[src/rtl/hct_pkg.sv]
// ============================================================================
// hct_pkg
// Shared constants, payload types and fixed-point helpers for the HSV tint
// pipeline.
// ============================================================================
package hct_pkg;

    localparam int FRAC_BITS   = 12;
    localparam int Q_W         = FRAC_BITS + 1;
    localparam int ONE         = 1 << FRAC_BITS;
    localparam int HALF        = 1 << (FRAC_BITS - 1);
    localparam int TURN        = 6 * ONE;
    localparam int H_W         = $clog2(TURN);
    localparam int IDX_W       = 17;
    localparam int OUT_IDX_W   = 16;
    localparam int ADJ_W       = 16;
    localparam int CNT_W       = 17;
    localparam int MAX_RECORDS = 65536;
    localparam int LIM_W       = $clog2(MAX_RECORDS + 1);
    localparam int CMP_W       = (LIM_W > CNT_W) ? LIM_W : CNT_W;
    localparam int DVD_W       = 2 * FRAC_BITS + 1;
    localparam int PROD_W      = 32;
    localparam int MUL_W       = 2 * Q_W;
    localparam int ADDR_W      = 3;
    localparam int DATA_W      = 32;

    localparam int FRONT_STAGES = 2;
    localparam int DIV_STAGES   = Q_W;
    localparam int ADJ_STAGES   = 2;
    localparam int RGB_STAGES   = 4;
    localparam int N_STAGES     = FRONT_STAGES + DIV_STAGES + ADJ_STAGES + RGB_STAGES;

    localparam logic [Q_W-1:0] ONE_Q  = Q_W'(ONE);
    localparam logic [0:0]     REG_RECORD_COUNT = 1'b0;

    typedef enum logic [2:0] {
        SECT_RED     = 3'd0,
        SECT_YELLOW  = 3'd1,
        SECT_GREEN   = 3'd2,
        SECT_CYAN    = 3'd3,
        SECT_BLUE    = 3'd4,
        SECT_MAGENTA = 3'd5
    } sector_t;

    // Fields that ride along to the output stage; alpha is scaled by record_alpha in the front end
    typedef struct packed {
        logic [OUT_IDX_W-1:0] index;
        logic                 skipped;
        logic                 enable;
        logic [Q_W-1:0]       red;
        logic [Q_W-1:0]       green;
        logic [Q_W-1:0]       blue;
        logic [Q_W-1:0]       alpha;
    } pass_t;

    // Sideband alongside the divider lanes
    typedef struct packed {
        pass_t                    pass;
        logic signed [ADJ_W-1:0]  sat_adj;
        logic                     sat_add;
        logic signed [ADJ_W-1:0]  val_adj;
        logic                     val_add;
        logic [FRAC_BITS-1:0]     hue_sh;
        logic [H_W-1:0]           base;
        logic                     neg;
        logic [Q_W-1:0]           value;
    } side_t;

    typedef struct packed {
        pass_t          pass;
        logic [H_W-1:0] hue;
        logic [Q_W-1:0] sat;
        logic [Q_W-1:0] value;
    } hsv_t;

    typedef struct packed {
        logic [OUT_IDX_W-1:0] index;
        logic                 skipped;
        logic [Q_W-1:0]       red;
        logic [Q_W-1:0]       green;
        logic [Q_W-1:0]       blue;
        logic [Q_W-1:0]       alpha;
    } result_t;

    function automatic logic [Q_W-1:0] clamp_unit(input logic [Q_W-1:0] x);
        return (x > ONE_Q) ? ONE_Q : x;
    endfunction

    function automatic logic [Q_W-1:0] sat_unit(input logic signed [PROD_W-1:0] x);
        logic [Q_W-1:0] r;
        if (x < 0)
            r = '0;
        else if (x > ONE)
            r = ONE_Q;
        else
            r = x[Q_W-1:0];
        return r;
    endfunction

    // rounded Q product, zero when the raw product is not positive
    function automatic logic signed [PROD_W-1:0] qmul_pos(
        input logic signed [PROD_W-1:0] p);
        logic signed [PROD_W-1:0] r;
        if (p <= 0)
            r = '0;
        else
            r = (p + PROD_W'(HALF)) >>> FRAC_BITS;
        return r;
    endfunction

    function automatic logic [Q_W-1:0] round_q(input logic [MUL_W-1:0] p);
        logic [MUL_W-1:0] t;
        t = p + MUL_W'(HALF);
        return t[FRAC_BITS +: Q_W];
    endfunction

endpackage

[src/rtl/hct_div.sv]
// ============================================================================
// hct_div
// Pipelined restoring divider, one quotient bit per stage.
// ============================================================================
module hct_div (
    input  logic                              clk,
    input  logic [hct_pkg::DIV_STAGES-1:0]    en,
    input  logic [hct_pkg::DVD_W-1:0]         dvd,
    input  logic [hct_pkg::Q_W-1:0]           den,
    output logic [hct_pkg::Q_W-1:0]           quo
);

    logic [hct_pkg::DVD_W-1:0] rem_reg [hct_pkg::DIV_STAGES];
    logic [hct_pkg::Q_W-1:0]   den_reg [hct_pkg::DIV_STAGES];
    logic [hct_pkg::Q_W-1:0]   quo_reg [hct_pkg::DIV_STAGES];

    for (genvar j = 0; j < hct_pkg::DIV_STAGES; j++)
    begin : g_stage
        localparam int B = hct_pkg::DIV_STAGES - 1 - j;

        logic [hct_pkg::DVD_W-1:0] rem_in;
        logic [hct_pkg::DVD_W-1:0] sub;
        logic [hct_pkg::Q_W-1:0]   den_in;
        logic [hct_pkg::Q_W-1:0]   quo_in;
        logic [hct_pkg::Q_W-1:0]   quo_next;
        logic                      fits;

        if (j == 0)
        begin : g_first
            assign rem_in = dvd;
            assign den_in = den;
            assign quo_in = '0;
        end
        else
        begin : g_rest
            assign rem_in = rem_reg[j-1];
            assign den_in = den_reg[j-1];
            assign quo_in = quo_reg[j-1];
        end

        assign sub  = hct_pkg::DVD_W'(den_in) << B;
        assign fits = (rem_in >= sub);

        always_comb
        begin
            quo_next    = quo_in;
            quo_next[B] = fits;
        end

        always_ff @(posedge clk)
        begin
            if (en[j])
            begin
                rem_reg[j] <= fits ? (rem_in - sub) : rem_in;
                den_reg[j] <= den_in;
                quo_reg[j] <= quo_next;
            end
        end
    end

    assign quo = quo_reg[hct_pkg::DIV_STAGES-1];

endmodule

[config.mk]
export PLATFORM = sky130hd
export DESIGN_NAME = hct_div
export DESIGN_NICKNAME = d
export VERILOG_FILES = /design/src/rtl/hct_pkg.sv /design/src/rtl/hct_div.sv
export SDC_FILE = /design/constraint.sdc
export NUM_CORES = 1
export LEC_CHECK = 0
export ABC_AREA = 1
export ABC_CLOCK_PERIOD_IN_PS = 3200
export BUFFER_PORTS_ARGS = -buffer_cell sky130_fd_sc_hd__buf_2
export CAP_MARGIN = 20
export CORE_MARGIN = 10
export CORE_UTILIZATION = 50
export CTS_CLUSTER_SIZE = 30
export DETAILED_ROUTE_END_ITERATION = 10
export PLACE_DENSITY = 0.66
export SLEW_MARGIN = 20
export SYNTH_ARGS = -nofsm -noshare
export SYNTH_HDL_FRONTEND = slang
export SYNTH_SLANG_ARGS = --single-unit
[constraint.sdc]
create_clock -name clk -period 3.2 [get_ports clk]
set_clock_uncertainty 0.1 [all_clocks]
set_input_delay 0.64 -clock clk [delete_from_list [all_inputs] [get_ports clk]]
set_output_delay 0.64 -clock clk [all_outputs]
set_load 0.05 [all_outputs]
# [Word-level counts from Yosys, hierarchy flattened]
# Memory sizes are Yosys's and may differ from the RTL's.
# Index checks and enable logic that the tools add are counted.
[totals] ram_bits=663 wordCells=68 reg_bits=0 mem_bits_ro=0 latch_bits=0 in_bits=52 memories=3 out_inout_bits=13
[classes] bitwise_logic=0 eq_ne=0 magnitude_cmp=13 div=0 reduce_logical=0 shift=0 n_mul=0 mux=39 add_sub_neg=13
[mem_list] memory="rem_reg" depth=13 word_bits=25 read_ports=12 rd_ports_with_merged_regs=0 write_ports=13 line="hct_div.sv:13" rtl="logic [hct_pkg::DVD_W-1:0] rem_reg [hct_pkg::DIV_STAGES];"
[mem_list] memory="den_reg" depth=13 word_bits=13 read_ports=12 rd_ports_with_merged_regs=0 write_ports=13 line="hct_div.sv:14" rtl="logic [hct_pkg::Q_W-1:0] den_reg [hct_pkg::DIV_STAGES];"
[mem_list] memory="quo_reg" depth=13 word_bits=13 read_ports=13 rd_ports_with_merged_regs=0 write_ports=13 line="hct_div.sv:15" rtl="logic [hct_pkg::Q_W-1:0] quo_reg [hct_pkg::DIV_STAGES];"
[op_table] op="two-way mux 25 bit" count=13
[op_table] op="two-way mux 1 bit" count=26
[op_table] op=">= comparator 25 x 13 -> 1 bit" count=1
[op_table] op=">= comparator 25 x 14 -> 1 bit" count=1
[op_table] op=">= comparator 25 x 15 -> 1 bit" count=1
[op_table] op=">= comparator 25 x 16 -> 1 bit" count=1
[op_table] op=">= comparator 25 x 17 -> 1 bit" count=1
[op_table] op=">= comparator 25 x 18 -> 1 bit" count=1
[op_table] op=">= comparator 25 x 19 -> 1 bit" count=1
[op_table] op=">= comparator 25 x 20 -> 1 bit" count=1
[op_table] op=">= comparator 25 x 21 -> 1 bit" count=1
[op_table] op=">= comparator 25 x 22 -> 1 bit" count=1
[op_table] op=">= comparator 25 x 23 -> 1 bit" count=1
[op_table] op=">= comparator 25 x 24 -> 1 bit" count=1
[op_table] op=">= comparator 25 bit" count=1
[op_table] op="subtractor 25 x 13 -> 25 bit" count=1
[op_table] op="subtractor 25 x 14 -> 25 bit" count=1
[op_table] op="subtractor 25 x 15 -> 25 bit" count=1
[op_table] op="subtractor 25 x 16 -> 25 bit" count=1
[op_table] op="subtractor 25 x 17 -> 25 bit" count=1
[op_table] op="subtractor 25 x 18 -> 25 bit" count=1
[op_table] op="subtractor 25 x 19 -> 25 bit" count=1
[op_table] op="subtractor 25 x 20 -> 25 bit" count=1
[op_table] op="subtractor 25 x 21 -> 25 bit" count=1
[op_table] op="other kinds (4)" count=4

# [Longest topological paths before layout]
# An unclocked memory read counts as a cell.
[depth] ltp_word=3 depth_mapped=15 depth_no_buf=14

# [Worst setup path before layout]
# No wires, ideal clock.
[synth_timing] kind="input port to flip-flop" start="in dvd[12] in the netlist's numbering" end="mem rem_reg[0][18] in the netlist's numbering, data pin" setup_ns=0.254 path_buffers=0 t_arrival_ns=1.994 path_slack_ns=0.852 t_required_ns=2.846 stages=8 cell_sequence="inv_1 -> ha_1 -> fa_1 -> o21ai_0 -> a21oi_1 -> xnor2_1 -> nand2_1 -> nand2_1"
[synth_rtl] element="from (decl)" line="hct_div.sv:8" rtl="input logic [hct_pkg::DVD_W-1:0] dvd,"
[synth_rtl] element="to (decl)" line="hct_div.sv:13"

==> out/metrics.cfg <==
[outcome]
status=complete, no violations

[sta]
fmax_mhz=354
worst_slew_pin_slew_ps=1000
final.setup.tns_ps=0
fin_hold_ws_ps=77.3
rsz0062_at_grt=false
hold_violations=0
min_period_ps=2830
report.final.slew_viol_count=0
setup_viol=0
fin_crit_sh_pct=88.3
worst_slack_ps=373
relSlewSlack_pct=33.1

[critical_path]
path_delay_family=simple AND/OR/NAND/NOR gates
path_class=flop to flop
slowest_stage=fa_1
start_kind=flop
path_buf_inv=3
r2r_slack_ps=370
worst_setup_path_end_kind=flop
crit_chain=inv_1 -> ha_1 -> inv_1 -> fa_1 -> nand3_1 -> nand2_1 -> nand2_1 -> nand2_1 -> nand2_1 -> nand3_2 -> inv_2 -> a21oi_1
rr_worst_depth=12
worst-endpoint-arrival_ps=3080
critPathMaxStageDelay_ps=440
cpMostUsedCell=nand2_1
worstPathMaxFanout=16
reg2reg_to=rem_reg[1][47]$_DFFE_PP_
required_ps=3450
r2r_start=rem_reg[1][9]$_DFFE_PP_

[placed_design]
dp_hpwl_um=61200
place_ws_ps=138
portBuffers=64
dp.cells=4679
gp_congestion=0.925

[global_routing]
grt_antenna_before_repair=1
grt_pass1_vias=23200
gr-usage-all-layers_pct=20.7
grt_max_degree=48
grt_overflow_total=0
grt_pass1_wl_um=124000

[logic_synthesis]
yosysMostFrequentCell=nand2_1
async_flop_share_pct=0
synth_cells=3777
syn_area_per_cell_um2=8.50
seq_area_frac_synth_pct=51.2
ys.flop_type=edfxtp_1
synth_nets=4010
synthTopCellsByCount=nand2_1 (1292), inv_1 (607), edfxtp_1 (547)
ys_warn_count=0
synth_seq_cells=547
yosys.area.top_type_share_pct=51.2
synth_area_leaders=edfxtp_1 (51%), nand2_1 (15%), inv_1 (7.1%)
synth_cell_type_count=40
synth_largest_area_cell=edfxtp_1
synth-edff-count=547
netlist_area_um2=32100

[layout]
antenna_cells=0
nNetsFinal=4128
largest_reg_flops=300
drive_above_1_share_pct=6.23
fillers=5802
area_delta_synth_final_pct=10.6
instances_no_fill=4793

[die]
die_y_um=273
io-pin-count=65
core_area_um2=63300
rows=92
die_w_um=273
die_area_um2=74700
start_util_pct=50.7

[clock_tree]
cts_resized=0
cts_buffers=60
cts.sinks=547
clockBufferDepth=3
postCtsSetupRepairBufs=0
h-tree-depth=2
postCtsHoldBufs=0
cts.clk_slew.worst_paths_ps=70
cts_tree=built
cts_root_buf=clkbuf_16
insertion_delay_ps=650

[drt]
drt_pass1_iterations=7
vias=24400
drtIter0Drc=1987
ant_nets=0
drc=0
viasPerCell=5.10
drt-total-wl_um=77500
wl_per_cell_um=16.2

[hold_path]
hold_depth=1
min_to=den_reg[0][3]$_DFFE_PP_
hold_start=den[3]
hold_class=input port to flop

[power_and_ir_drop]
p_per_area_nw_per_um2=790
vdd_ir_drop_max_mv=0.529
power.leakage_uw=0.0164

[run]
maxCapViolations=0

## per-layer routing
layer,share of wire (%),vias up,global-route usage [%]
li1,-,12500,-
met1,45,11200,27.4
met2,47,619,34.9
met3,5.2,136,2.97
met4,2.7,2,5.89
met5,0.0090,-,0
## layout by cell type, fill, tap and decap left out, drive strengths merged, types with 6 or more instances in the layout
master  Yosys  final
fa         12     12
clkinv      0     32
and2       14     14
a21oi     156    156
o21ai      77     77
xnor2      21     21
o21bai      7      7
nand3b     39     39
nand4      72     72
bufinv      0      6
nor2      347    347
nor3       34     34
clkbuf      1     65
nand2    1300   1300
inv       614    620
edfxtp    547    547
xor2       75     75
buf        32     89
nand3     244    244
ha        169    169
## cell type report
class	count	area [um2]	area share [%]
clock inverters	49	502	1.41
inverters	614	2300	6.50
clock buffers	65	1540	4.35
repair buffers	89	533	1.50
multi-input cells	2583	13100	36.9
flip-flops and latches	547	16400	46.3
well taps	846	1060	2.98
## worst max-delay path by stage
stage	end	depth (start not counted)	startpoint	slack (ps)
global route	rem_reg[1][47]$_DFFE_PP_	12	rem_reg[1][9]$_DFFE_PP_	130
global placement	rem_reg[0][23]$_DFFE_PP_	8	dvd[20]	160
detailed placement	rem_reg[0][23]$_DFFE_PP_	8	dvd[20]	140
floorplan	rem_reg[0][18]$_DFFE_PP_	8	dvd[12]	850
finish	rem_reg[1][47]$_DFFE_PP_	12	rem_reg[1][9]$_DFFE_PP_	370
CTS	rem_reg[1][47]$_DFFE_PP_	12	rem_reg[1][9]$_DFFE_PP_	350
## worst reg2reg max path: stages, from the launching register on
cell and delay (ps):
edfxtp_1 370, inv_1 80, ha_1 160, inv_1 80
fa_1 440, nand3_1 100, nand2_1 110, nand2_1 90
nand2_1 110, nand2_1 100, nand3_2 320, inv_2 380
a21oi_1 110
## stage by stage
stage	utilization (%)	instance area (um2)	power [uW]
after floorplan	-	32100	18300
after global placement	52.8	33400	20900
after detailed placement	52.8	33400	21000
after CTS	56.0	35500	28100
after global routing	56.0	35500	30200
final	56.0	35500	28000
## kinds of logic after synthesis
| kind of cell | count (synthesis) | share of synthesized area (%) |
|---|---|---|
| and+or+nand+nor | 2060 | 26.8 |
| AOI/OAI and AO/OA | 246 | 4.12 |
| DFF | 547 | 51.2 |
| xor gates and xnor gates | 96 | 2.62 |
| buffers and inverters | 647 | 7.96 |
| adders and majority gates | 181 | 7.34 |
## report_power, final
| part | switching [uW] | internal [uW] |
|---|---|---|
| combinational | 6560 | 3570 |
| sequential | 1080 | 9800 |
| clock | 2980 | 4020 |
| total | 10600 | 17400 |
Power figures use the tool's default switching activity.
