$ cat src/rtl/hct_pkg.sv
// ============================================================================
// hct_pkg
// Shared constants, payload types and fixed-point helpers for the HSV tint
// pipeline.
// ============================================================================
package hct_pkg;

    localparam int FRAC_BITS   = 12;
    localparam int Q_W         = FRAC_BITS + 1;
    localparam int ONE         = 1 << FRAC_BITS;
    localparam int HALF        = 1 << (FRAC_BITS - 1);
    localparam int TURN        = 6 * ONE;
    localparam int H_W         = $clog2(TURN);
    localparam int IDX_W       = 17;
    localparam int OUT_IDX_W   = 16;
    localparam int ADJ_W       = 16;
    localparam int CNT_W       = 17;
    localparam int MAX_RECORDS = 65536;
    localparam int LIM_W       = $clog2(MAX_RECORDS + 1);
    localparam int CMP_W       = (LIM_W > CNT_W) ? LIM_W : CNT_W;
    localparam int DVD_W       = 2 * FRAC_BITS + 1;
    localparam int PROD_W      = 32;
    localparam int MUL_W       = 2 * Q_W;
    localparam int ADDR_W      = 3;
    localparam int DATA_W      = 32;

    localparam int FRONT_STAGES = 2;
    localparam int DIV_STAGES   = Q_W;
    localparam int ADJ_STAGES   = 2;
    localparam int RGB_STAGES   = 4;
    localparam int N_STAGES     = FRONT_STAGES + DIV_STAGES + ADJ_STAGES + RGB_STAGES;

    localparam logic [Q_W-1:0] ONE_Q  = Q_W'(ONE);
    localparam logic [0:0]     REG_RECORD_COUNT = 1'b0;

    typedef enum logic [2:0] {
        SECT_RED     = 3'd0,
        SECT_YELLOW  = 3'd1,
        SECT_GREEN   = 3'd2,
        SECT_CYAN    = 3'd3,
        SECT_BLUE    = 3'd4,
        SECT_MAGENTA = 3'd5
    } sector_t;

    // Fields that ride along to the output stage; alpha is scaled by record_alpha in the front end
    typedef struct packed {
        logic [OUT_IDX_W-1:0] index;
        logic                 skipped;
        logic                 enable;
        logic [Q_W-1:0]       red;
        logic [Q_W-1:0]       green;
        logic [Q_W-1:0]       blue;
        logic [Q_W-1:0]       alpha;
    } pass_t;

    // Sideband alongside the divider lanes
    typedef struct packed {
        pass_t                    pass;
        logic signed [ADJ_W-1:0]  sat_adj;
        logic                     sat_add;
        logic signed [ADJ_W-1:0]  val_adj;
        logic                     val_add;
        logic [FRAC_BITS-1:0]     hue_sh;
        logic [H_W-1:0]           base;
        logic                     neg;
        logic [Q_W-1:0]           value;
    } side_t;

    typedef struct packed {
        pass_t          pass;
        logic [H_W-1:0] hue;
        logic [Q_W-1:0] sat;
        logic [Q_W-1:0] value;
    } hsv_t;

    typedef struct packed {
        logic [OUT_IDX_W-1:0] index;
        logic                 skipped;
        logic [Q_W-1:0]       red;
        logic [Q_W-1:0]       green;
        logic [Q_W-1:0]       blue;
        logic [Q_W-1:0]       alpha;
    } result_t;

    function automatic logic [Q_W-1:0] clamp_unit(input logic [Q_W-1:0] x);
        return (x > ONE_Q) ? ONE_Q : x;
    endfunction

    function automatic logic [Q_W-1:0] sat_unit(input logic signed [PROD_W-1:0] x);
        logic [Q_W-1:0] r;
        if (x < 0)
            r = '0;
        else if (x > ONE)
            r = ONE_Q;
        else
            r = x[Q_W-1:0];
        return r;
    endfunction

    // rounded Q product, zero when the raw product is not positive
    function automatic logic signed [PROD_W-1:0] qmul_pos(
        input logic signed [PROD_W-1:0] p);
        logic signed [PROD_W-1:0] r;
        if (p <= 0)
            r = '0;
        else
            r = (p + PROD_W'(HALF)) >>> FRAC_BITS;
        return r;
    endfunction

    function automatic logic [Q_W-1:0] round_q(input logic [MUL_W-1:0] p);
        logic [MUL_W-1:0] t;
        t = p + MUL_W'(HALF);
        return t[FRAC_BITS +: Q_W];
    endfunction

endpackage

$ cat src/rtl/hct_adjust.sv
// ============================================================================
// hct_adjust
// Hue assembly and shift, saturation and value adjust with clamping.
// ============================================================================
module hct_adjust (
    input  logic                      clk,
    input  logic [1:0]                en,
    input  hct_pkg::side_t            side,
    input  logic [hct_pkg::Q_W-1:0]   quo_hue,
    input  logic [hct_pkg::Q_W-1:0]   quo_sat,
    output hct_pkg::hsv_t             hsv
);

    typedef struct packed {
        hct_pkg::pass_t                          pass;
        logic [hct_pkg::H_W-1:0]                 hue;
        logic [hct_pkg::H_W-1:0]                 shift6;
        logic [hct_pkg::Q_W-1:0]                 sat;
        logic [hct_pkg::Q_W-1:0]                 value;
        logic signed [hct_pkg::PROD_W-1:0]       sat_prod;
        logic signed [hct_pkg::PROD_W-1:0]       val_prod;
        logic signed [hct_pkg::ADJ_W-1:0]        sat_adj;
        logic                                    sat_add;
        logic signed [hct_pkg::ADJ_W-1:0]        val_adj;
        logic                                    val_add;
    } mid_t;

    mid_t                                 mid_next, mid_reg;
    hct_pkg::hsv_t                        hsv_next, hsv_reg;
    logic signed [hct_pkg::H_W+1:0]       h_raw;
    logic [hct_pkg::H_W:0]                h_sum;
    logic signed [hct_pkg::PROD_W-1:0]    sat_sum, val_sum;

    // Stage A: sector base plus offset, shift term, adjust products
    always_comb
    begin
        if (side.neg)
            h_raw = $signed({2'b0, side.base}) - $signed({3'b0, quo_hue});
        else
            h_raw = $signed({2'b0, side.base}) + $signed({3'b0, quo_hue});
        if (h_raw < 0)
            h_raw = h_raw + (hct_pkg::H_W+2)'(hct_pkg::TURN);

        mid_next.pass     = side.pass;
        mid_next.hue      = h_raw[hct_pkg::H_W-1:0];
        // shift modulo one turn only needs its fraction bits, times six
        mid_next.shift6   = hct_pkg::H_W'(side.hue_sh) * hct_pkg::H_W'(6);
        mid_next.sat      = quo_sat;
        mid_next.value    = side.value;
        mid_next.sat_prod = $signed({1'b0, quo_sat}) * side.sat_adj;
        mid_next.val_prod = $signed({1'b0, side.value}) * side.val_adj;
        mid_next.sat_adj  = side.sat_adj;
        mid_next.sat_add  = side.sat_add;
        mid_next.val_adj  = side.val_adj;
        mid_next.val_add  = side.val_add;
    end

    always_ff @(posedge clk)
    begin
        if (en[0])
            mid_reg <= mid_next;
    end

    // Stage B: wrap hue, clamp saturation and value
    always_comb
    begin
        h_sum = (hct_pkg::H_W+1)'(mid_reg.hue) + (hct_pkg::H_W+1)'(mid_reg.shift6);
        if (h_sum >= (hct_pkg::H_W+1)'(hct_pkg::TURN))
            h_sum = h_sum - (hct_pkg::H_W+1)'(hct_pkg::TURN);

        sat_sum = $signed({{(hct_pkg::PROD_W-hct_pkg::Q_W){1'b0}}, mid_reg.sat})
                + hct_pkg::PROD_W'(mid_reg.sat_adj);
        val_sum = $signed({{(hct_pkg::PROD_W-hct_pkg::Q_W){1'b0}}, mid_reg.value})
                + hct_pkg::PROD_W'(mid_reg.val_adj);

        hsv_next.pass  = mid_reg.pass;
        hsv_next.hue   = h_sum[hct_pkg::H_W-1:0];
        hsv_next.sat   = mid_reg.sat_add ? hct_pkg::sat_unit(sat_sum)
                       : hct_pkg::sat_unit(hct_pkg::qmul_pos(mid_reg.sat_prod));
        hsv_next.value = mid_reg.val_add ? hct_pkg::sat_unit(val_sum)
                       : hct_pkg::sat_unit(hct_pkg::qmul_pos(mid_reg.val_prod));
    end

    always_ff @(posedge clk)
    begin
        if (en[1])
            hsv_reg <= hsv_next;
    end

    assign hsv = hsv_reg;

endmodule

$ cat config.mk
export PLATFORM = sky130hd
export DESIGN_NAME = hct_adjust
export DESIGN_NICKNAME = d
export VERILOG_FILES = /design/src/rtl/hct_pkg.sv /design/src/rtl/hct_adjust.sv
export SDC_FILE = /design/constraint.sdc
export NUM_CORES = 1
export LEC_CHECK = 0
export ABC_AREA = 1
export BUFFER_PORTS_ARGS = -buffer_cell sky130_fd_sc_hd__buf_2
export CORE_ASPECT_RATIO = 1.75
export CORE_MARGIN = 2
export CORE_UTILIZATION = 47
export CTS_CLUSTER_SIZE = 12
export DETAILED_ROUTE_END_ITERATION = 8
export PLACE_DENSITY = 0.65
export SLEW_MARGIN = 20
export SYNTH_ARGS = -nofsm -noshare
export SYNTH_HDL_FRONTEND = slang
export SYNTH_SLANG_ARGS = --single-unit
$ cat constraint.sdc
create_clock -name clk -period 7.8 [get_ports clk]
set_input_delay 1.56 -clock clk [delete_from_list [all_inputs] [get_ports clk]]
set_output_delay 1.56 -clock clk [all_outputs]
set_load 0.05 [all_outputs]
### Word-level counts from Yosys, hierarchy flattened

Index checks and enable logic that the tools add are counted.

* RAM bits: 0
* flip-flop bits (word level): 334
* bits in read-only memories: 0
* input bits: 174
* memories: 0
* bits in latches: 0
* output and inout port bits: 111
* word-level logic and storage cells: 66

* reduce and logical (&&, ||, !) cells: 0
* multiplexer cells: 15
* bitwise operators: 0
* equality and inequality tests: 0
* order comparisons: 12
* $mul: 3
* div/mod/pow operators: 0
* shifts and indexed selects: 0
* add/sub/neg operators: 9

Operator list (number)
* $mux W13: 10
* $add A32 B13 Y32 const B: 2
* $gt A32 B14 Y1 const B: 2
* $le A32 B1 Y1 const B: 2
* $lt A32 B1 Y1 const B: 2
* $mux W32: 2
* $mul A14 B16 Y30: 2
* $lt A17 B1 Y1 const B: 3
* $add A14 B16 Y17: 2
* $gt A17 B14 Y1 const B: 2
* $mux W15: 2
* $mux W17: 1
* $add A15 B13 Y16: 1
* $add A15 B15 Y16: 1
* $ge A16 B15 Y1 const B: 1
* $sub A15 B13 Y16: 1
* $add A15 B14 Y15 const B: 1
* $sub A15 B15 Y15 const B: 1
* $mul A12 B2 Y14 const B: 1

### Depth between registers and ports, before layout

* depth in word-level cells: 6
* gate-level depth with buffers: 28
* gate-level depth less buffers: 26

### Worst setup path after synthesis

OpenSTA, ideal clock, no wires.

* path kind: in2reg
* start point: in side[5] (netlist name)
* end point: reg mid_reg[59] (netlist name) (data pin)
* required time: 7.548 ns
* path buffers: 2
* arrival time: 6.598 ns
* stages: 22
* slack: 0.950 ns
* library setup time: 0.252 ns
* cells stage by stage: clkbuf_1 -> clkbuf_1 -> nand2_1 -> fa_1 -> fa_1 -> inv_1 -> fa_1 -> fa_1 -> fa_1 -> inv_1 -> fa_1 -> inv_1 -> ha_1 -> a21oi_1 -> o21ai_0 -> a21oi_1 -> nand3_1 -> a21o_1 -> nand2_1 -> nand2_1 -> nand2_1 -> nand2_1

RTL lines
* start: declaration: line hct_adjust.sv:8 `input hct_pkg::side_t side,`
* end signal: assignment: line hct_adjust.sv:61 `mid_reg <= mid_next;`
* end: declaration: line hct_adjust.sv:28 `mid_t mid_next, mid_reg;`

==> metrics.md <==
| Metric | Value |
|---|---|
| Required @ worst endpoint | 8110 ps |
| Largest net degree at the start of global routing | 125 |
| Post-synth EDFFs | 330 |
| Total CTS buffers | 37 |
| FF+latch count, synth | 330 |
| Ys flop type | edfxtp_1 |
| Status | finished, final reports clean |
| Post CTS Setup Buffer Count | 0 |
| Clock Path Buffers | 3 |
| Initial antenna violation count | 5 |
| Synth async-reset ratio | 0 |
| Final Wtd Congestion | roughly 0.92 |
| Max reg flops | 149 |
| Fraction of layout cells with a size suffix above 1 | 0.0910 |
| Maximum fanout along the worst path | 17 |
| Max Slew Vio Count | 0 |
| Clk_lat worst skew | 560 ps |
| Worst setup EP type | flip-flop |
| Via count | between 20k and 30k |
| Synth cell types | 42 |
| Clk Tree Root Cell | clkbuf_16 |
| Filler instances | 6,756 |
| Synth warn | 0 |
| Max H-tree Level | 2 |
| Setup TNS | 0 ps |
| Crit path kind | in -> reg |
| Clk slew on worst S/H paths | approximately 60 ps |
| CTS tree | built |
| Total GRT Usage | 0.256 |
| Tcrit/Tclk final | 0.881 |
| Hold Fails Final Rpt | 0 |
| Instance count of the mapped netlist | 3,880 |
| DRC viols | 0 |
| Syn_area_per_cell | just under 9 um2 |
| Per-cell routed wire length | between 15 and 20 um |
| Avg Vias per Cell | just over 5 |
| Unrepaired setup endpoints after global routing | no |
| Post-layout minimum cycle time | 6880 ps |
| FMAX | around 150 MHz |
| Netlist Area Pre-Place | 33,600 um2 |
| Startpoint Class | primary input |
| Synthesized Nets | 4,693 |
| HPWL after DPL | approximately 74,000 um |
| Skew final | 15.2 ps |
| Grt ovf | 0 |
| Post-route ant nets | 0 |
| First-pass GRT wire length | 144,000 um |
| Drt initial violations | 1,222 |
| Die W | 206 um |
| Nets | 4,913 |
| Vias in the first global route | 27.8k |
| Starting Density | 0.475 |
| Die ar. | around 74,000 um2 |
| Syn-to-layout area delta | 9.83% |
| Setup Viol. Count Final | 0 |
| I/O pin count | 285 |
| Min-delay worst type | reg -> reg |
| MaxCap Viol Count | 0 |
| PostCTS Resize Cnt | 0 |
| Relative slew slack | 0.343 |
| Vert. Die Dim | about 360 um |
| CTS Hold Buffers Added | 0 |
| Worst Tran Pin Value | about 990 ps |
| Seq/Total Area, Yosys | 0.295 |
| Core area | 70,700 um2 |
| # rows | 129 |
| Clock Sinks | 330 |
| Drt pass-1 iters | 5 |
| Worst EP arrival | between 7000 and 8000 ps |
| Routed wire length | 91,200 um |
| Port buffer count | approximately 280 |
[stage by stage]
step,hold slack (ps),std cells,setup WS [ps],area [um2],util
5_1_grt,409,5038,663,36900,0.521
6_report,402,5040,925,36900,0.522
4_1_cts,407,5036,998,36900,0.521
3_5_place_dp,405,4978,394,35800,0.506
3_3_place_gp,400,4978,404,35800,0.506
2_1_floorplan,400,3880,950,33600,-
[placed cells by master (no fill, tap or decap), types with 10 or more instances in the layout]
master	n
nand4_1	50
nor3_1	31
o21bai_1	16
edfxtp_1	330
nor2_1	226
inv_1	935
a21oi_1	146
fa_1	410
xor2_1	72
xnor2_1	46
clkbuf_16	37
nand2_2	10
ha_1	229
a21o_1	10
nand3b_1	12
o21ai_0	81
nand2_1	967
buf_2	282
nand3_1	130
[cell type report]
cell class	count	area, um2	area share
clock buffers	41	941	0.0255
flip-flops and latches	330	9910	0.269
clock inverters	17	165	0.00448
inverters	939	3520	0.0956
well taps	917	1150	0.0311
diodes	4	10.0	0.000271
repair buffers	288	1480	0.0400
multi-input cells	2504	19700	0.534
[final timing paths]
check                         start               endpoint  slack, ps  depth (start not counted)
max                         side[5]  mid_reg[59]$_DFFE_PP_        920                         20
min          hsv_next[96]$_DFFE_PP_      hsv[96]$_DFFE_PP_        400                          0
max reg2reg    mid_reg[6]$_DFFE_PP_      hsv[10]$_DFFE_PP_       4670                         15
min reg2reg  hsv_next[96]$_DFFE_PP_      hsv[96]$_DFFE_PP_        400                          0
[layer usage]
metal / up-vias / part of all wire / GRT usage
met1: 12500 / 0.33 / 0.249
met3: 290 / 0.039 / 0.0268
li1: 12300 / - / -
met4: 0 / 0.064 / 0.148
met2: 697 / 0.57 / 0.511
met5: - / 0 / 0
[synth_stat cells (4+ instances only)]
master    number  area share
nor3_1        31      0.0046
o211ai_1       6      0.0013
fa_1         410        0.24
nand3b_1      12      0.0027
a21oi_1      146       0.022
buf_4          6      0.0013
clkbuf_1      93       0.010
nand2_1      967        0.11
nor2_4         4      0.0013
edfxtp_1     330        0.30
and2_1         4     0.00075
buf_2          7      0.0010
nor2_1       226       0.025
xor2_1        72       0.019
nand4_1       50      0.0093
nor2_2         9      0.0017
nor4_1         5     0.00093
a21o_1        10      0.0022
xnor2_1       46       0.012
ha_1         229       0.085
o21ai_0       81       0.012
inv_2          4     0.00045
o21bai_1      16      0.0036
nand3_1      130       0.019
o21a_1         4     0.00089
a211oi_1       5      0.0011
a31oi_1        9      0.0017
inv_1        935        0.10
nand2_2       10      0.0019
[worst max-delay path, stage by stage]
cell	delay (ps)
buf_2	330
nand2_1	140
fa_1	560
fa_1	520
inv_1	50
fa_1	550
fa_1	440
fa_1	610
inv_1	80
fa_1	540
inv_1	40
ha_1	390
nand4_1	150
nor3_1	430
nand4_1	190
nand3_1	200
a21o_1	160
nand2_1	80
nand3_1	80
nand2_1	50
[cells by family after synthesis]
| family | count (synthesis) | share of synthesized area |
|---|---|---|
| compound gates | 291 | 0.0480 |
| xor+xnor | 118 | 0.0308 |
| fa+ha+maj | 639 | 0.330 |
| buf+inv | 1046 | 0.118 |
| flops | 330 | 0.295 |
| mux | 1 | 0.000298 |
| simple gates | 1455 | 0.178 |
Power is not shown: default switching activity piles up to over one toggle a cycle in this logic, so the estimate is an artifact.
