===== src/rtl/hct_pkg.sv =====
// ============================================================================
// hct_pkg
// Shared constants, payload types and fixed-point helpers for the HSV tint
// pipeline.
// ============================================================================
package hct_pkg;

    localparam int FRAC_BITS   = 12;
    localparam int Q_W         = FRAC_BITS + 1;
    localparam int ONE         = 1 << FRAC_BITS;
    localparam int HALF        = 1 << (FRAC_BITS - 1);
    localparam int TURN        = 6 * ONE;
    localparam int H_W         = $clog2(TURN);
    localparam int IDX_W       = 17;
    localparam int OUT_IDX_W   = 16;
    localparam int ADJ_W       = 16;
    localparam int CNT_W       = 17;
    localparam int MAX_RECORDS = 65536;
    localparam int LIM_W       = $clog2(MAX_RECORDS + 1);
    localparam int CMP_W       = (LIM_W > CNT_W) ? LIM_W : CNT_W;
    localparam int DVD_W       = 2 * FRAC_BITS + 1;
    localparam int PROD_W      = 32;
    localparam int MUL_W       = 2 * Q_W;
    localparam int ADDR_W      = 3;
    localparam int DATA_W      = 32;

    localparam int FRONT_STAGES = 2;
    localparam int DIV_STAGES   = Q_W;
    localparam int ADJ_STAGES   = 2;
    localparam int RGB_STAGES   = 4;
    localparam int N_STAGES     = FRONT_STAGES + DIV_STAGES + ADJ_STAGES + RGB_STAGES;

    localparam logic [Q_W-1:0] ONE_Q  = Q_W'(ONE);
    localparam logic [0:0]     REG_RECORD_COUNT = 1'b0;

    typedef enum logic [2:0] {
        SECT_RED     = 3'd0,
        SECT_YELLOW  = 3'd1,
        SECT_GREEN   = 3'd2,
        SECT_CYAN    = 3'd3,
        SECT_BLUE    = 3'd4,
        SECT_MAGENTA = 3'd5
    } sector_t;

    // Fields that ride along to the output stage; alpha is scaled by record_alpha in the front end
    typedef struct packed {
        logic [OUT_IDX_W-1:0] index;
        logic                 skipped;
        logic                 enable;
        logic [Q_W-1:0]       red;
        logic [Q_W-1:0]       green;
        logic [Q_W-1:0]       blue;
        logic [Q_W-1:0]       alpha;
    } pass_t;

    // Sideband alongside the divider lanes
    typedef struct packed {
        pass_t                    pass;
        logic signed [ADJ_W-1:0]  sat_adj;
        logic                     sat_add;
        logic signed [ADJ_W-1:0]  val_adj;
        logic                     val_add;
        logic [FRAC_BITS-1:0]     hue_sh;
        logic [H_W-1:0]           base;
        logic                     neg;
        logic [Q_W-1:0]           value;
    } side_t;

    typedef struct packed {
        pass_t          pass;
        logic [H_W-1:0] hue;
        logic [Q_W-1:0] sat;
        logic [Q_W-1:0] value;
    } hsv_t;

    typedef struct packed {
        logic [OUT_IDX_W-1:0] index;
        logic                 skipped;
        logic [Q_W-1:0]       red;
        logic [Q_W-1:0]       green;
        logic [Q_W-1:0]       blue;
        logic [Q_W-1:0]       alpha;
    } result_t;

    function automatic logic [Q_W-1:0] clamp_unit(input logic [Q_W-1:0] x);
        return (x > ONE_Q) ? ONE_Q : x;
    endfunction

    function automatic logic [Q_W-1:0] sat_unit(input logic signed [PROD_W-1:0] x);
        logic [Q_W-1:0] r;
        if (x < 0)
            r = '0;
        else if (x > ONE)
            r = ONE_Q;
        else
            r = x[Q_W-1:0];
        return r;
    endfunction

    // rounded Q product, zero when the raw product is not positive
    function automatic logic signed [PROD_W-1:0] qmul_pos(
        input logic signed [PROD_W-1:0] p);
        logic signed [PROD_W-1:0] r;
        if (p <= 0)
            r = '0;
        else
            r = (p + PROD_W'(HALF)) >>> FRAC_BITS;
        return r;
    endfunction

    function automatic logic [Q_W-1:0] round_q(input logic [MUL_W-1:0] p);
        logic [MUL_W-1:0] t;
        t = p + MUL_W'(HALF);
        return t[FRAC_BITS +: Q_W];
    endfunction

endpackage


===== src/rtl/hct_hsv2rgb.sv =====
// ============================================================================
// hct_hsv2rgb
// HSV back to RGB in four stages, the last of which selects the output channels.
// ============================================================================
module hct_hsv2rgb (
    input  logic                    clk,
    input  logic [3:0]              en,
    input  hct_pkg::hsv_t           hsv,
    output hct_pkg::result_t        result
);

    typedef struct packed {
        hct_pkg::pass_t                  pass;
        hct_pkg::sector_t                sector;
        logic [hct_pkg::Q_W-1:0]         sat;
        logic [hct_pkg::Q_W-1:0]         value;
        logic [hct_pkg::MUL_W-1:0]       sf;
        logic [hct_pkg::MUL_W-1:0]       sf_inv;
        logic [hct_pkg::MUL_W-1:0]       pm;
    } prod1_t;

    typedef struct packed {
        hct_pkg::pass_t                  pass;
        hct_pkg::sector_t                sector;
        logic [hct_pkg::Q_W-1:0]         sat;
        logic [hct_pkg::Q_W-1:0]         value;
        logic [hct_pkg::Q_W-1:0]         qv;
        logic [hct_pkg::Q_W-1:0]         tv;
        logic [hct_pkg::Q_W-1:0]         p;
    } fact_t;

    typedef struct packed {
        hct_pkg::pass_t                  pass;
        hct_pkg::sector_t                sector;
        logic [hct_pkg::Q_W-1:0]         sat;
        logic [hct_pkg::Q_W-1:0]         value;
        logic [hct_pkg::MUL_W-1:0]       qm;
        logic [hct_pkg::MUL_W-1:0]       tm;
        logic [hct_pkg::Q_W-1:0]         p;
    } prod2_t;

    prod1_t                      p1_next, p1_reg;
    fact_t                       fa_next, fa_reg;
    prod2_t                      p2_next, p2_reg;
    hct_pkg::result_t            res_next, res_reg;
    logic [hct_pkg::Q_W-1:0]     frac_f, q, t;

    always_comb
    begin
        frac_f         = hct_pkg::Q_W'(hsv.hue[hct_pkg::FRAC_BITS-1:0]);
        p1_next.pass   = hsv.pass;
        p1_next.sector = hct_pkg::sector_t'(hsv.hue[hct_pkg::H_W-1:hct_pkg::FRAC_BITS]);
        p1_next.sat    = hsv.sat;
        p1_next.value  = hsv.value;
        p1_next.sf     = hct_pkg::MUL_W'(hsv.sat) * hct_pkg::MUL_W'(frac_f);
        p1_next.sf_inv = hct_pkg::MUL_W'(hsv.sat) * hct_pkg::MUL_W'(hct_pkg::ONE_Q - frac_f);
        p1_next.pm     = hct_pkg::MUL_W'(hsv.value) * hct_pkg::MUL_W'(hct_pkg::ONE_Q - hsv.sat);
    end

    always_comb
    begin
        fa_next.pass   = p1_reg.pass;
        fa_next.sector = p1_reg.sector;
        fa_next.sat    = p1_reg.sat;
        fa_next.value  = p1_reg.value;
        fa_next.qv     = hct_pkg::ONE_Q - hct_pkg::round_q(p1_reg.sf);
        fa_next.tv     = hct_pkg::ONE_Q - hct_pkg::round_q(p1_reg.sf_inv);
        fa_next.p      = hct_pkg::round_q(p1_reg.pm);
    end

    always_comb
    begin
        p2_next.pass   = fa_reg.pass;
        p2_next.sector = fa_reg.sector;
        p2_next.sat    = fa_reg.sat;
        p2_next.value  = fa_reg.value;
        p2_next.qm     = hct_pkg::MUL_W'(fa_reg.value) * hct_pkg::MUL_W'(fa_reg.qv);
        p2_next.tm     = hct_pkg::MUL_W'(fa_reg.value) * hct_pkg::MUL_W'(fa_reg.tv);
        p2_next.p      = fa_reg.p;
    end

    // Pick channels by sector; disabled items pass through, gray ones take value, skipped ones are zeroed
    always_comb
    begin
        q = hct_pkg::round_q(p2_reg.qm);
        t = hct_pkg::round_q(p2_reg.tm);
        res_next.index   = p2_reg.pass.index;
        res_next.skipped = p2_reg.pass.skipped;
        res_next.alpha   = p2_reg.pass.alpha;
        res_next.red     = p2_reg.pass.red;
        res_next.green   = p2_reg.pass.green;
        res_next.blue    = p2_reg.pass.blue;
        if (p2_reg.pass.enable)
        begin
            if (p2_reg.sat == '0)
            begin
                res_next.red   = p2_reg.value;
                res_next.green = p2_reg.value;
                res_next.blue  = p2_reg.value;
            end
            else
            begin
                case (p2_reg.sector)
                    hct_pkg::SECT_RED:
                    begin
                        res_next.red = p2_reg.value; res_next.green = t; res_next.blue = p2_reg.p;
                    end
                    hct_pkg::SECT_YELLOW:
                    begin
                        res_next.red = q; res_next.green = p2_reg.value; res_next.blue = p2_reg.p;
                    end
                    hct_pkg::SECT_GREEN:
                    begin
                        res_next.red = p2_reg.p; res_next.green = p2_reg.value; res_next.blue = t;
                    end
                    hct_pkg::SECT_CYAN:
                    begin
                        res_next.red = p2_reg.p; res_next.green = q; res_next.blue = p2_reg.value;
                    end
                    hct_pkg::SECT_BLUE:
                    begin
                        res_next.red = t; res_next.green = p2_reg.p; res_next.blue = p2_reg.value;
                    end
                    default:
                    begin
                        res_next.red = p2_reg.value; res_next.green = p2_reg.p; res_next.blue = q;
                    end
                endcase
            end
        end
        if (p2_reg.pass.skipped)
        begin
            res_next.red   = '0;
            res_next.green = '0;
            res_next.blue  = '0;
            res_next.alpha = '0;
        end
    end

    always_ff @(posedge clk)
    begin
        if (en[0]) p1_reg  <= p1_next;
        if (en[1]) fa_reg  <= fa_next;
        if (en[2]) p2_reg  <= p2_next;
        if (en[3]) res_reg <= res_next;
    end

    assign result = res_reg;

endmodule


===== config.mk =====
export PLATFORM = sky130hd
export DESIGN_NAME = hct_hsv2rgb
export DESIGN_NICKNAME = d
export VERILOG_FILES = /design/src/rtl/hct_pkg.sv /design/src/rtl/hct_hsv2rgb.sv
export SDC_FILE = /design/constraint.sdc
export NUM_CORES = 2
export LEC_CHECK = 0
export BUFFER_PORTS_ARGS = -buffer_cell sky130_fd_sc_hd__buf_2
export CAP_MARGIN = 20
export CELL_PAD_IN_SITES_DETAIL_PLACEMENT = 1
export CELL_PAD_IN_SITES_GLOBAL_PLACEMENT = 1
export CORE_ASPECT_RATIO = 1.4
export CORE_MARGIN = 2
export CORE_UTILIZATION = 56
export DETAILED_ROUTE_END_ITERATION = 16
export GPL_TIMING_DRIVEN = 0
export PLACE_DENSITY_LB_ADDON = 0.12
export SETUP_SLACK_MARGIN = 0.3
export SLEW_MARGIN = 20
export SYNTH_ARGS = -nofsm -noshare
export SYNTH_HDL_FRONTEND = slang
export SYNTH_SLANG_ARGS = --single-unit

===== constraint.sdc =====
create_clock -name clk -period 15.8 [get_ports clk]
set_input_delay 2.37 -clock clk [delete_from_list [all_inputs] [get_ports clk]]
set_output_delay 2.37 -clock clk [all_outputs]
set_load 0.01 [all_outputs]

**After elaboration in Yosys (flattened, before gate mapping)**

Cells that the tools add are included.
Widths: inputs -> output; s select.

- Register bits: 543
- Input port bits: 116
- Output and inout port bits: 69
- Logic and storage cells: 68

- $add $sub $neg: 9
- Multiply operators: 5
- Equality and inequality tests: 4
- Muxes and demuxes: 3
- Reduce and logical (&&, ||, !) cells: 2

Operators by type and width:

| operator | count |
|---|---|
| $pmux 39 s5 | 1 |
| $add 25x12->25 const B | 5 |
| $mux 39 | 2 |
| $mul 13x13->25 | 2 |
| $mul 14x14->25 | 2 |
| $sub 13x13->13 const A | 2 |
| $mul 13x12->25 | 1 |
| $sub 13x12->14 const A | 1 |
| $sub 13x13->14 const A | 1 |
| $logic_not 13->1 | 1 |
| $eq 3x2->1 const B | 2 |
| $eq 3x1->1 const B | 1 |
| $eq 3x3->1 const B | 1 |
| $logic_not 3->1 | 1 |

**Depth between registers and ports, before layout**

- Word-level depth: 4
- Depth in mapped cells: 29
- Mapped depth without buffers: 27

**Worst setup path before layout**

Ideal clock, no wire load.

- Path kind: input to register
- From: in hsv[14] (netlist bit)
- To: reg p1_reg[18] (netlist bit), data pin
- Arrival time: 8.880 ns
- Slack: 6.658 ns
- Stages on the path: 26
- Path through: buf_2 > clkbuf_1 > inv_1 > ha_1 > or4b_1 > nor2_1 > xnor2_1 > clkbuf_1 > nand2_1 > fa_1 > fa_1 > inv_1 > ha_1 > fa_1 > fa_1 > inv_1 > fa_1 > inv_1 > ha_1 > a21oi_1 > o21ai_1 > a2111oi_0 > nor3_1 > a2111oi_1 > o21bai_1 > xor2_1

RTL lines:

| item | line | text |
|---|---|---|
| start, declared | hct_hsv2rgb.sv:8 | `input hct_pkg::hsv_t hsv,` |
| end signal, assigned | hct_hsv2rgb.sv:142 | `if (en[0]) p1_reg <= p1_next;` |
| end, declared | hct_hsv2rgb.sv:42 | `prod1_t p1_next, p1_reg;` |

==> summary.txt <==
Clocking
  – H-tree depth: 2
  – CTS tree: yes
  – Buffer type at the clock tree root: clkbuf_16
  – CTS Buf Count: 49
  – Sink Count: 488
  – Max Root-Sink Buffers: 3
  – Post-CTS Resized: 0
  – Clk Latency, worst-skew pair: 0.62 ns
  – Number of setup buffers added after CTS: 0
  – CTS clk-pin slew, worst paths: 0.07 ns
  – Hold Buf Count CTS: 0

STA
  – Period minus WS final: 10.62 ns
  – Period utilization: 0.6721
  – Rel. slew slack: 0.3197
  – Final Skew: 0.02985 ns
  – Unrepaired setup endpoints after global routing: false
  – Fmax: 94.17 MHz
  – # setup viols final: 0
  – Setup TNS: 0 ns
  – Final Slew Violations: 0
  – Worst-margin pin slew: 1.018 ns
  – Fin. Hold Viols: 0

Global route
  – Initial antenna violation count: 3
  – Grt ovf: 0
  – First-pass GRT wire length: 204700 um
  – Number of global-route vias before repair: 35.96k
  – GR Util All Layers: 0.3237
  – Largest net degree at the start of global routing: 94

Synthesis
  – YS warnings: 0
  – Mean Syn Cell Area: 10.69 um2
  – Sequential share of the synthesized area: 0.3253
  – Top cells by count, synth: 729 x inv_1, 592 x fa_1, 542 x nand2_1
  – Post-synthesis cell count: 4213
  – Primary FF master, synth: edfxtp_1
  – Adder-cell share of the synthesized area: 0.3661
  – Mux cell area share after synthesis: 0.005971
  – Count leader, synth: inv_1
  – Number of synthesized flops with an enable pin: 488
  – Area contributors post-synth: edfxtp_1 33%, fa_1 26%, ha_1 10%
  – Ys async rst share: 0
  – Synth Area in XOR/XNOR: 0.03452
  – Cell taking the most area after synthesis: edfxtp_1
  – Post-Syn Area: 45050 um2
  – Flops & latches, synth: 488
  – Distinct cell type count after synthesis: 76
  – Synth Area in Compound Gates: 0.05138
  – Post-Syn Nets: 5292
  – Post-synth top area share: 0.3253
  – Simple-gate share of the synthesized area: 0.1389
  – Largest family of logic cells by synthesized area: adder cells

Floorplanning
  – Starting Density: 0.5630
  – FP Rows: 123
  – Ports: 185
  – Die span in y: 339.6 um
  – Core area: 80030 um2
  – Die Area: 82770 um2
  – Die W: 243.7 um

Critical path
  – CP startpoint kind: primary input
  – Reg-to-reg critical path endpoint: p2_reg[63]$_DFFE_PP_
  – CP max FO: 10
  – Worst EP required: 16.15 ns
  – Critical path data arrival time: 10.97 ns
  – Kind of critical path: primary input to flip-flop
  – R2r setup slk: 8.97 ns
  – Worst Setup End Kind: flip-flop
  – FF-to-FF Start: fa_reg[46]$_DFFE_PP_
  – FF-to-FF path depth: 17

Route
  – Vias/cell: 5.738
  – Drt total wl: 131100 um
  – Final ANT Viol Nets: 0
  – Avg WL per Cell: 23.63 um
  – Router iterations before antenna repair: 7
  – DRC errors left: 0
  – Initial DRC count: 1879
  – Vias: 31.85k

Status
  – Outcome: completed

Place
  – Port bufs: 180
  – GP Congestion: 0.9486
  – DP HPWL: 102800 um

Finish
  – Reg area: 14650 um2
  – FILL cells: 8630
  – Layout cells sized above 1: 0.06176
  – Multi-input combinational cell area: 26890 um2
  – Largest register FFs: 140
  – Nets: 5527
  – Area Overhead vs Synth: 8.871%

Min path
  – Hold path start: fa_reg[106]$_DFFE_PP_
  – Hold WC Path Type: flip-flop to flip-flop
  – WHS Path Cells: 0
  – Hold Path End: p2_reg[132]$_DFFE_PP_

Flow run
  – Maximum Capacitance Violations: 0
[routing by layer]
metal	up-vias	wire, um	global-route usage
li1	13980	-	-
met1	16490	49360	0.3823
met2	1024	68650	0.5854
met3	356	5923	0.03550
met4	0	7201	0.1574
met5	-	0	0
[cell type report]
cell class | count | area share
multi-input cells | 2795 | 0.5482
flip-flops and latches | 488 | 0.2988
inverters | 730 | 0.05587
well taps | 1062 | 0.02709
clock buffers | 56 | 0.02554
repair buffers | 184 | 0.02127
plain buffers | 200 | 0.01569
clock inverters | 32 | 0.007398
diodes | 3 | 0.0001531
[cell usage in the layout, fill, tap and decap left out, types with 24 or more instances in the layout]
| master | n |
|---|---|
| a21o_1 | 25 |
| a21oi_1 | 101 |
| and2_1 | 370 |
| and3_1 | 26 |
| buf_2 | 179 |
| clkbuf_1 | 190 |
| clkbuf_16 | 49 |
| edfxtp_1 | 488 |
| fa_1 | 592 |
| ha_1 | 371 |
| inv_1 | 729 |
| nand2_1 | 542 |
| nand3_1 | 56 |
| nor2_1 | 114 |
| nor2b_1 | 24 |
| nor3_1 | 49 |
| o21ai_0 | 51 |
| xnor2_1 | 116 |
| xor2_1 | 59 |
[kinds of logic after synthesis]
kind of cell	Yosys count
fa+ha+maj	963
compound gates	356
xor+xnor	176
mux	26
buf+inv	930
flops	488
simple gates	1274
[metrics by stage]
step	cell area (um2)	std cells	util	hold WS, ns	worst slack, ns
2_1_floorplan	45050	4213	-	0.4003	6.658
4_1_cts	49040	5547	0.6128	0.4017	5.318
3_5_place_dp	47430	5459	0.5926	0.4052	4.874
3_3_place_gp	47280	5455	0.5908	0.4003	4.918
6_report	49050	5550	0.6129	0.3945	5.181
5_1_grt	49040	5548	0.6128	0.4091	4.839
[worst max-delay path by stage]
stage                       start                   end  slack, ns
final                     hsv[14]  p1_reg[18]$_DFFE_PP_       5.18
after floorplan           hsv[14]  p1_reg[18]$_DFFE_PP_       6.66
after global routing      hsv[14]  p1_reg[18]$_DFFE_PP_       4.84
after detailed placement  hsv[13]  p1_reg[18]$_DFFE_PP_       4.87
after global placement    hsv[13]  p1_reg[18]$_DFFE_PP_       4.92
after CTS                 hsv[13]  p1_reg[18]$_DFFE_PP_       5.32
[worst max-delay path: stages]
cell	delay, ns
buf_2	0.09
buf_2	0.29
clkbuf_1	0.66
inv_1	0.13
ha_1	0.28
or4b_1	0.30
nor2_1	0.09
xnor2_1	0.37
clkbuf_1	0.50
nand2_1	0.16
fa_1	0.52
fa_1	0.52
inv_1	0.04
ha_1	0.29
fa_1	0.48
fa_1	0.49
inv_1	0.06
fa_1	0.50
inv_1	0.05
ha_1	0.32
a21oi_1	0.21
o21ai_1	0.16
a2111oi_1	0.93
nor3_1	0.15
a2111oi_1	0.64
o21bai_1	0.17
xor2_1	0.19
Power is left out: the tool's default activity adds up to more than one toggle a clock period on the data nets, which glitch-free logic cannot reach.
